## src/hw/rtl/dcs_pkg.sv

```systemverilog
// Shared types and constants for the distributed clock phase tracker.
package dcs_pkg;

    typedef enum logic [2:0] {
        ST_IDLE,
        ST_DIV,
        ST_WRAP,
        ST_MULP,
        ST_MULI,
        ST_FIN
    } dcs_state_t;

    typedef logic [0:0] cfg_index_t;

    localparam cfg_index_t CFG_CYCLE_TIME    = 1'b0;
    localparam cfg_index_t CFG_MASTER_OFFSET = 1'b1;

    localparam int unsigned NS_PER_US = 1000;

    localparam logic [30:0] CYCLE_NS_RESET = 31'd1000000;

    localparam logic signed [30:0] INTEG_LIMIT = 31'sd1000000000;

    // Reciprocals for exact truncating division by 100 and by 20.
    localparam logic [31:0] RECIP_PROP  = 32'd2748779070;
    localparam int unsigned SHIFT_PROP  = 38;
    localparam logic [31:0] RECIP_INTEG = 32'd1717986919;
    localparam int unsigned SHIFT_INTEG = 35;

endpackage

```

## src/hw/rtl/dc_clock_sync_pi_top.sv

```systemverilog
// Distributed clock phase tracker with a saturating integral and PI compensation.
//
// Each item carries a distributed clock time in nanoseconds. The block takes
// the remainder of (time - offset) by the cycle time with a bit-serial restoring
// remainder unit that handles one dividend bit per cycle. Each item passes through
// an idle state, 64 remainder steps, one wrap and integral step, two passes
// through a shared multiplier for the divisions by 100 and 20, and a final
// state that loads the result once the output is free.
// The next item is taken while a finished result still waits on the output.
// Configuration writes land at once and are scaled to nanoseconds as they land.
module dc_clock_sync_pi_top
    import dcs_pkg::*;
(
    input  logic               aclk,
    input  logic               aresetn,

    input  logic               cfg_wr_en,
    input  cfg_index_t         cfg_wr_index,
    input  logic [21:0]        cfg_wr_data,

    input  logic               s_valid,
    output logic               s_ready,
    input  logic [62:0]        s_dc_time_ns,

    output logic               m_valid,
    input  logic               m_ready,
    output logic signed [31:0] m_phase_error_ns,
    output logic signed [27:0] m_compensation
);

    dcs_state_t        state_reg, state_next;
    logic [30:0]       cyc_ns_reg, cyc_ns_next;
    logic [31:0]       off_ns_reg, off_ns_next;
    logic signed [30:0] integ_reg, integ_next;
    logic              m_valid_reg, m_valid_next;
    logic [5:0]        cnt_reg, cnt_next;
    logic [63:0]       dvd_reg, dvd_next;
    logic [31:0]       rem_reg, rem_next;
    logic              neg_reg, neg_next;
    logic [31:0]       delta_reg, delta_next;
    logic [63:0]       prod_reg, prod_next;
    logic [24:0]       qp_reg, qp_next;
    logic [31:0]       err_out_reg, err_out_next;
    logic [27:0]       comp_out_reg, comp_out_next;

    logic [20:0]       cyc_us;
    logic [64:0]       diff;
    logic [31:0]       trial;
    logic [30:0]       rem_val;
    logic [31:0]       delta_val;
    logic [31:0]       mul_a;
    logic [31:0]       mul_b;
    logic [63:0]       mul_p;
    logic [30:0]       integ_abs;
    logic [25:0]       qi;
    logic [27:0]       pterm;
    logic [27:0]       iterm;

    assign s_ready          = (state_reg == ST_IDLE);
    assign m_valid          = m_valid_reg;
    assign m_phase_error_ns = err_out_reg;
    assign m_compensation   = comp_out_reg;

    assign mul_p = 64'(mul_a) * 64'(mul_b);

    always_comb begin
        state_next    = state_reg;
        cyc_ns_next   = cyc_ns_reg;
        off_ns_next   = off_ns_reg;
        integ_next    = integ_reg;
        m_valid_next  = m_valid_reg;
        cnt_next      = cnt_reg;
        dvd_next      = dvd_reg;
        rem_next      = rem_reg;
        neg_next      = neg_reg;
        delta_next    = delta_reg;
        prod_next     = prod_reg;
        qp_next       = qp_reg;
        err_out_next  = err_out_reg;
        comp_out_next = comp_out_reg;

        cyc_us    = (cfg_wr_data[20:0] == 21'd0) ? 21'd1 : cfg_wr_data[20:0];
        diff      = {2'b00, s_dc_time_ns} - {{33{off_ns_reg[31]}}, off_ns_reg};
        trial     = {rem_reg[30:0], dvd_reg[63]};
        rem_val   = rem_reg[30:0];
        delta_val = 32'd0;
        integ_abs = integ_reg[30] ? 31'(-integ_reg) : 31'(integ_reg);
        qi        = prod_reg[SHIFT_INTEG +: 26];
        pterm     = delta_reg[31] ? 28'(qp_reg) : 28'd0 - 28'(qp_reg);
        iterm     = integ_reg[30] ? 28'(qi) : 28'd0 - 28'(qi);
        mul_a     = 32'd0;
        mul_b     = RECIP_PROP;

        if (m_valid_reg && m_ready) begin
            m_valid_next = 1'b0;
        end

        if (cfg_wr_en) begin
            case (cfg_wr_index)
                CFG_CYCLE_TIME: begin
                    cyc_ns_next = 31'(cyc_us) * 31'(NS_PER_US);
                end
                CFG_MASTER_OFFSET: begin
                    off_ns_next = {{10{cfg_wr_data[21]}}, cfg_wr_data} * 32'(NS_PER_US);
                end
                default: begin
                    cyc_ns_next = cyc_ns_reg;
                end
            endcase
        end

        case (state_reg)
            ST_IDLE: begin
                if (s_valid) begin
                    neg_next   = diff[64];
                    dvd_next   = diff[64] ? 64'd0 - diff[63:0] : diff[63:0];
                    rem_next   = 32'd0;
                    cnt_next   = 6'd0;
                    state_next = ST_DIV;
                end
            end
            ST_DIV: begin
                rem_next = (trial >= {1'b0, cyc_ns_reg}) ? trial - {1'b0, cyc_ns_reg} : trial;
                dvd_next = {dvd_reg[62:0], 1'b0};
                cnt_next = cnt_reg + 6'd1;
                if (cnt_reg == 6'd63) begin
                    state_next = ST_WRAP;
                end
            end
            ST_WRAP: begin
                if (neg_reg) begin
                    delta_val = 32'd0 - {1'b0, rem_val};
                end else if (rem_val > (cyc_ns_reg >> 1)) begin
                    delta_val = {1'b0, rem_val} - {1'b0, cyc_ns_reg};
                end else begin
                    delta_val = {1'b0, rem_val};
                end
                delta_next = delta_val;
                if (delta_val != 32'd0 && !delta_val[31] && integ_reg < INTEG_LIMIT) begin
                    integ_next = integ_reg + 31'sd1;
                end
                if (delta_val[31] && integ_reg > -INTEG_LIMIT) begin
                    integ_next = integ_reg - 31'sd1;
                end
                state_next = ST_MULP;
            end
            ST_MULP: begin
                mul_a      = delta_reg[31] ? 32'd0 - delta_reg : delta_reg;
                mul_b      = RECIP_PROP;
                prod_next  = mul_p;
                state_next = ST_MULI;
            end
            ST_MULI: begin
                qp_next    = prod_reg[SHIFT_PROP +: 25];
                mul_a      = 32'(integ_abs);
                mul_b      = RECIP_INTEG;
                prod_next  = mul_p;
                state_next = ST_FIN;
            end
            ST_FIN: begin
                if (!m_valid_reg || m_ready) begin
                    err_out_next  = delta_reg;
                    comp_out_next = pterm + iterm;
                    m_valid_next  = 1'b1;
                    state_next    = ST_IDLE;
                end
            end
            default: begin
                state_next = ST_IDLE;
            end
        endcase
    end

    always_ff @(posedge aclk) begin
        if (!aresetn) begin
            state_reg   <= ST_IDLE;
            cyc_ns_reg  <= CYCLE_NS_RESET;
            off_ns_reg  <= 32'd0;
            integ_reg   <= 31'sd0;
            m_valid_reg <= 1'b0;
        end else begin
            state_reg   <= state_next;
            cyc_ns_reg  <= cyc_ns_next;
            off_ns_reg  <= off_ns_next;
            integ_reg   <= integ_next;
            m_valid_reg <= m_valid_next;
        end
    end

    always_ff @(posedge aclk) begin
        cnt_reg      <= cnt_next;
        dvd_reg      <= dvd_next;
        rem_reg      <= rem_next;
        neg_reg      <= neg_next;
        delta_reg    <= delta_next;
        prod_reg     <= prod_next;
        qp_reg       <= qp_next;
        err_out_reg  <= err_out_next;
        comp_out_reg <= comp_out_next;
    end

endmodule
```

## config.mk

```make
export PLATFORM = sky130hd
export DESIGN_NAME = dc_clock_sync_pi_top
export DESIGN_NICKNAME = d
export VERILOG_FILES = /design/src/hw/rtl/dcs_pkg.sv /design/src/hw/rtl/dc_clock_sync_pi_top.sv
export SDC_FILE = /design/constraint.sdc
export NUM_CORES = 2
export LEC_CHECK = 0
export BUFFER_PORTS_ARGS = -buffer_cell sky130_fd_sc_hd__buf_4
export CAP_MARGIN = 10
export CORE_AREA = 2 2 298 300
export DETAILED_ROUTE_END_ITERATION = 8
export DIE_AREA = 0 0 300 302
export PLACE_DENSITY_LB_ADDON = 0.08
export SYNTH_ARGS = -nofsm -noshare
export SYNTH_HDL_FRONTEND = slang
export SYNTH_SLANG_ARGS = --single-unit
```

## constraint.sdc

```tcl
create_clock -name aclk -period 13.3 [get_ports aclk]
set_input_delay 3.99 -clock aclk [delete_from_list [all_inputs] [get_ports aclk]]
set_output_delay 3.99 -clock aclk [all_outputs]
set_load 0.01 [all_outputs]
```

# Yosys cells after proc, flatten, opt, wreduce, memory -nomap -nowiden
# Cells that the tools add are included.
# op_classes
n_reduce_logical,20
bitwise,1
n_eq_ne,9
n_lt_le_gt_ge,4
n_shift,0
n_div,0
muxes,27
addsub,13
n_mul,3
# ops
cell,n
32-bit two-way mux,5
31-bit two-way mux,5
64-bit two-way mux,2
64-bit one-hot mux with 2 select lines,1
64-bit by 32-bit subtractor with 65-bit output,1
32-bit one-hot mux with 2 select lines,1
"1-bit by 64-bit subtractor with 64-bit output, first input constant",1
32-bit by 32-bit multiplier with 63-bit output,1
31-bit one-hot mux with 2 select lines,1
28-bit two-way mux,2
32-bit by 31-bit >= comparator with 1-bit output,1
"32-bit by 7-bit multiplier with 29-bit output, second input constant",1
32-bit nonzero test,1
"1-bit by 31-bit subtractor with 32-bit output, first input constant",1
"1-bit by 32-bit subtractor with 32-bit output, first input constant",1
31-bit by 31-bit subtractor with 32-bit output,1
"31-bit by 2-bit adder with 31-bit output, second input constant",1
31-bit by 30-bit greater-than comparator with 1-bit output,1
"31-bit greater-than comparator, second input constant",1
"31-bit less-than comparator, second input constant",1
31-bit negation,1
"31-bit by 2-bit subtractor with 31-bit output, second input constant",1
31-bit subtractor,1
28-bit adder,1
25 further kinds,43
# word_totals
reg_bits,374
word_cells,91
ramBits,0
mem_bits_ro,0
memories,0
input_bits,91
latch_bits,0

# Depth between registers and ports, before layout
# logic_depth
word_depth,9
ltp_mapped,42

# Worst setup path before layout
# OpenSTA, ideal clock, no wires.
# synth_path
path_kind,register to register
startpoint,register integ_reg[7]
endpoint,register prod_reg[58] (data pin)
t_arrival_ns,11.362
path_stages_with_launch,41
path_buffers,0
setup_slack_ns,1.676
required_time_ns,13.038
synth_period_minus_slack_ns,11.624
path_cell_list,dfxtp_1 -> or3_1 -> or4_1 -> or3_1 -> or3_1 -> or3_1 -> nand2b_1 -> or3_1 -> o31ai_1 -> xor2_1 -> nand2b_1 -> nand2_1 -> fa_1 -> inv_1 -> fa_1 -> inv_1 -> fa_1 -> inv_1 -> [... 5 more ...] -> inv_1 -> fa_1 -> inv_1 -> ha_1 -> a21oi_1 -> o221ai_1 -> a211oi_1 -> o21bai_1 -> a211oi_1 -> a21oi_1 -> a311o_1 -> o311a_1 -> o41ai_1 -> a21boi_0 -> or4b_1 -> a31oi_1 -> o21bai_1 -> xor2_1
# synth_via
elab_chain_cells,4
# synth_lines
element,line,text
start: declaration,dc_clock_sync_pi_top.sv:34,"logic signed [30:0] integ_reg, integ_next;"
start signal: assignment,dc_clock_sync_pi_top.sv:185,integ_reg <= integ_next;
31-bit negation,dc_clock_sync_pi_top.sv:87,integ_abs = integ_reg[30] ? 31'(-integ_reg) : 31'(integ_reg);
31-bit two-way mux *,dc_clock_sync_pi_top.sv:87,
32-bit one-hot mux with 2 select lines *,dc_clock_sync_pi_top.sv:112,case (state_reg)
32-bit by 32-bit multiplier with 63-bit output *,dc_clock_sync_pi_top.sv:64,assign mul_p = 64'(mul_a) * 64'(mul_b);
named net mul_p[58],dc_clock_sync_pi_top.sv:53,logic [63:0] mul_p;
end signal: assignment,dc_clock_sync_pi_top.sv:196,prod_reg <= prod_next;
end: declaration,dc_clock_sync_pi_top.sv:41,"logic [63:0] prod_reg, prod_next;"
# The timed path passes the listed nets; every way through them passes the cells marked *.
# A chain may end at the register's enable or synchronous reset.

# Worst setup path after layout
# Same ends and word-level chain as after synthesis.

==> reports/metrics.cfg <==
[cts]
clk_latency_ns=0.60
post-cts-setup-buffers=0
cts_sinks=339
cts_tree=yes
cts_resized=0
clock_path_buffers=3
cts_root_buffer=clkbuf_16
clkTransAtPathRegs_ns=0.07
numCtsBuffers=41
cts_hold_buf=0
htreeDepth=2

[detailed_routing]
drt-pass1-iter-count=6
dr.first_iter.drc_count=3152
wl_um=144000
viasPerCell=5.74
num_vias=42677
drc=0
final_antenna_net_count=0
routedWlPerCell_um=19.4

[timing]
fin_setup_tns_ns=0
min_period_ns=12.45
skew_ns=0.0398
fmax_mhz=80.3
max_slew_margin=0.281
fin_crit_sh=0.936
finalSetupViolations=0
fin_ws_ns=0.854
finalMaxSlewViolations=0
rsz0062_at_grt=false
max_slew.worst_pin.slew_ns=1.07
finalHoldViolCount=0

[synth]
ys_seq_area_frac=0.165
synthArstFlopShare=0
yosys-top-cells-area=fa_1, ha_1, edfxtp_1, inv_1, xnor2_1
synth_edf_count=247
netlist_instances=6073
synth_flop_cell=edfxtp_1
synth_cell_types=105
synth_top_area_cell=fa_1
yosys_warnings=0
avgSynthCellArea_um2=9.26
yosysTopAreaCellShare=0.280
syn_area_mm2=0.0562
ys_ff_latch=339

[worst_setup_path]
cp.arrival_ns=12.77
crit_type=reg -> reg
critPathCaptureType=register
worst_path_most_repeated_cell=fa_1
r2r_cells=40
max_stage_delay_ns=0.59
cp_max_fo=6
start_kind=register
cp.required_ns=13.63
worstSetupStartpoint=integ_reg[7]
r2r_start=integ_reg[7]
cp_slowest_cell=fa_1

[finish]
final_common_cell=inv_1
synthToLayoutAreaGrowth_pct=7.06
drive_gt1_frac=0.0575
seq_area_mm2=0.00926
multi_input_area_mm2=0.0421
final_nets=7801
largest_register_ffs=64
layout_common_cells=inv_1, fa_1, ha_1, nand2_1, nor2_1
fillers=7243

[floorplan]
die_height_um=302
io_pins=153
die_w_um=300
placementRows=109
die_area_mm2=0.0906
coreArea_mm2=0.0876
start_util=0.642

[grt]
grt_pass1_vias=42961
grt_max_degree=101
track_usage=0.324
gr-total-overflow=0
antenna_found_initial=6
grt_pass1_wl_um=230000

[status]
outcome=completed

[placement]
dpl.hpwl_um=122000
place_congestion=1.01
dp_slack_ns=0.596
port_buffers=152

[pwr]
vdd_ir_drop_max_v=0.000209
power.density_mw_per_mm2=125
leakage_nw=30.4

[min_path]
whs_path_depth=0
worstHoldStart=prod_reg[62]
hold_class=reg -> reg

[job]
maxCapViolCount=0

## final timing paths
| kind | endpoint | slack [ns] |
|---|---|---|
| worst max-delay path | prod_reg[58] | 0.85 |
| worst min-delay path | qp_reg[24] | 0.42 |
| worst max register to register | prod_reg[58] | 0.85 |
| worst min register to register | qp_reg[24] | 0.42 |
## cell type report
cell class / count / share of cell area
Clock buffer: 48 / 0.0178
Inverter: 1201 / 0.0749
Timing Repair Buffer: 207 / 0.0258
Sequential cell: 339 / 0.154
Tap cell: 1165 / 0.0242
Multi-Input combinational cell: 4440 / 0.699
Antenna cell: 3 / 0.000125
Clock inverter: 28 / 0.00401
## logic make-up after synthesis
family / Yosys count / share of synthesized area
simple gates: 1382 / 0.117
buf+inv: 1359 / 0.0919
fa+ha+maj: 1481 / 0.435
xor+xnor: 399 / 0.0621
other cells: 2 / 0.000134
mux: 65 / 0.0118
compound gates: 1046 / 0.118
flops: 339 / 0.165
## metal layers
metal,GRT usage,wire [um]
met5,0,30
met4,0.120,5780
met3,0.0495,9090
met2,0.541,69300
met1,0.431,60300
## power breakdown
part	switching [mW]	internal (mW)
Sequential	0.168	1.42
Clock	0.483	0.627
Combinational	2.79	2.02
Total	3.44	4.07
## cell usage after synthesis, types with 49 or more instances
cell,n
a21o_1,106
a21oi_1,374
clkbuf_1,136
dfxtp_1,92
edfxtp_1,247
fa_1,788
ha_1,692
inv_1,1199
mux2i_1,56
nand2_1,429
nand2b_1,49
nand3_1,76
nor2_1,420
nor3_1,98
o21ai_0,189
xnor2_1,216
xor2_1,183
## worst max-delay path, delay by kind of cell (launching register included)
family                     cells  cell delay, ns
adders and majority gates      9            4.49
and+or+nand+nor               13            4.22
AOI/OAI and AO/OA              9            2.32
buffers and inverters          7            0.52
DFF                            1            0.36
xor gates and xnor gates       2            0.27
## stage by stage
step / hold WS (ns) / total power, mW / instance area (um2) / std cells / util
6_report: 0.419 / 7.51 / 60200 / 7431 / 0.688
5_1_grt: 0.424 / 8.17 / 60200 / 7431 / 0.688
4_1_cts: 0.422 / 7.49 / 60200 / 7428 / 0.688
3_5_place_dp: 0.418 / 6.34 / 58900 / 7352 / 0.673
3_3_place_gp: 0.405 / 6.25 / 58900 / 7352 / 0.673
2_1_floorplan: 0.400 / 5.33 / 56500 / 6138 / -
Power figures use the tool's default switching activity.
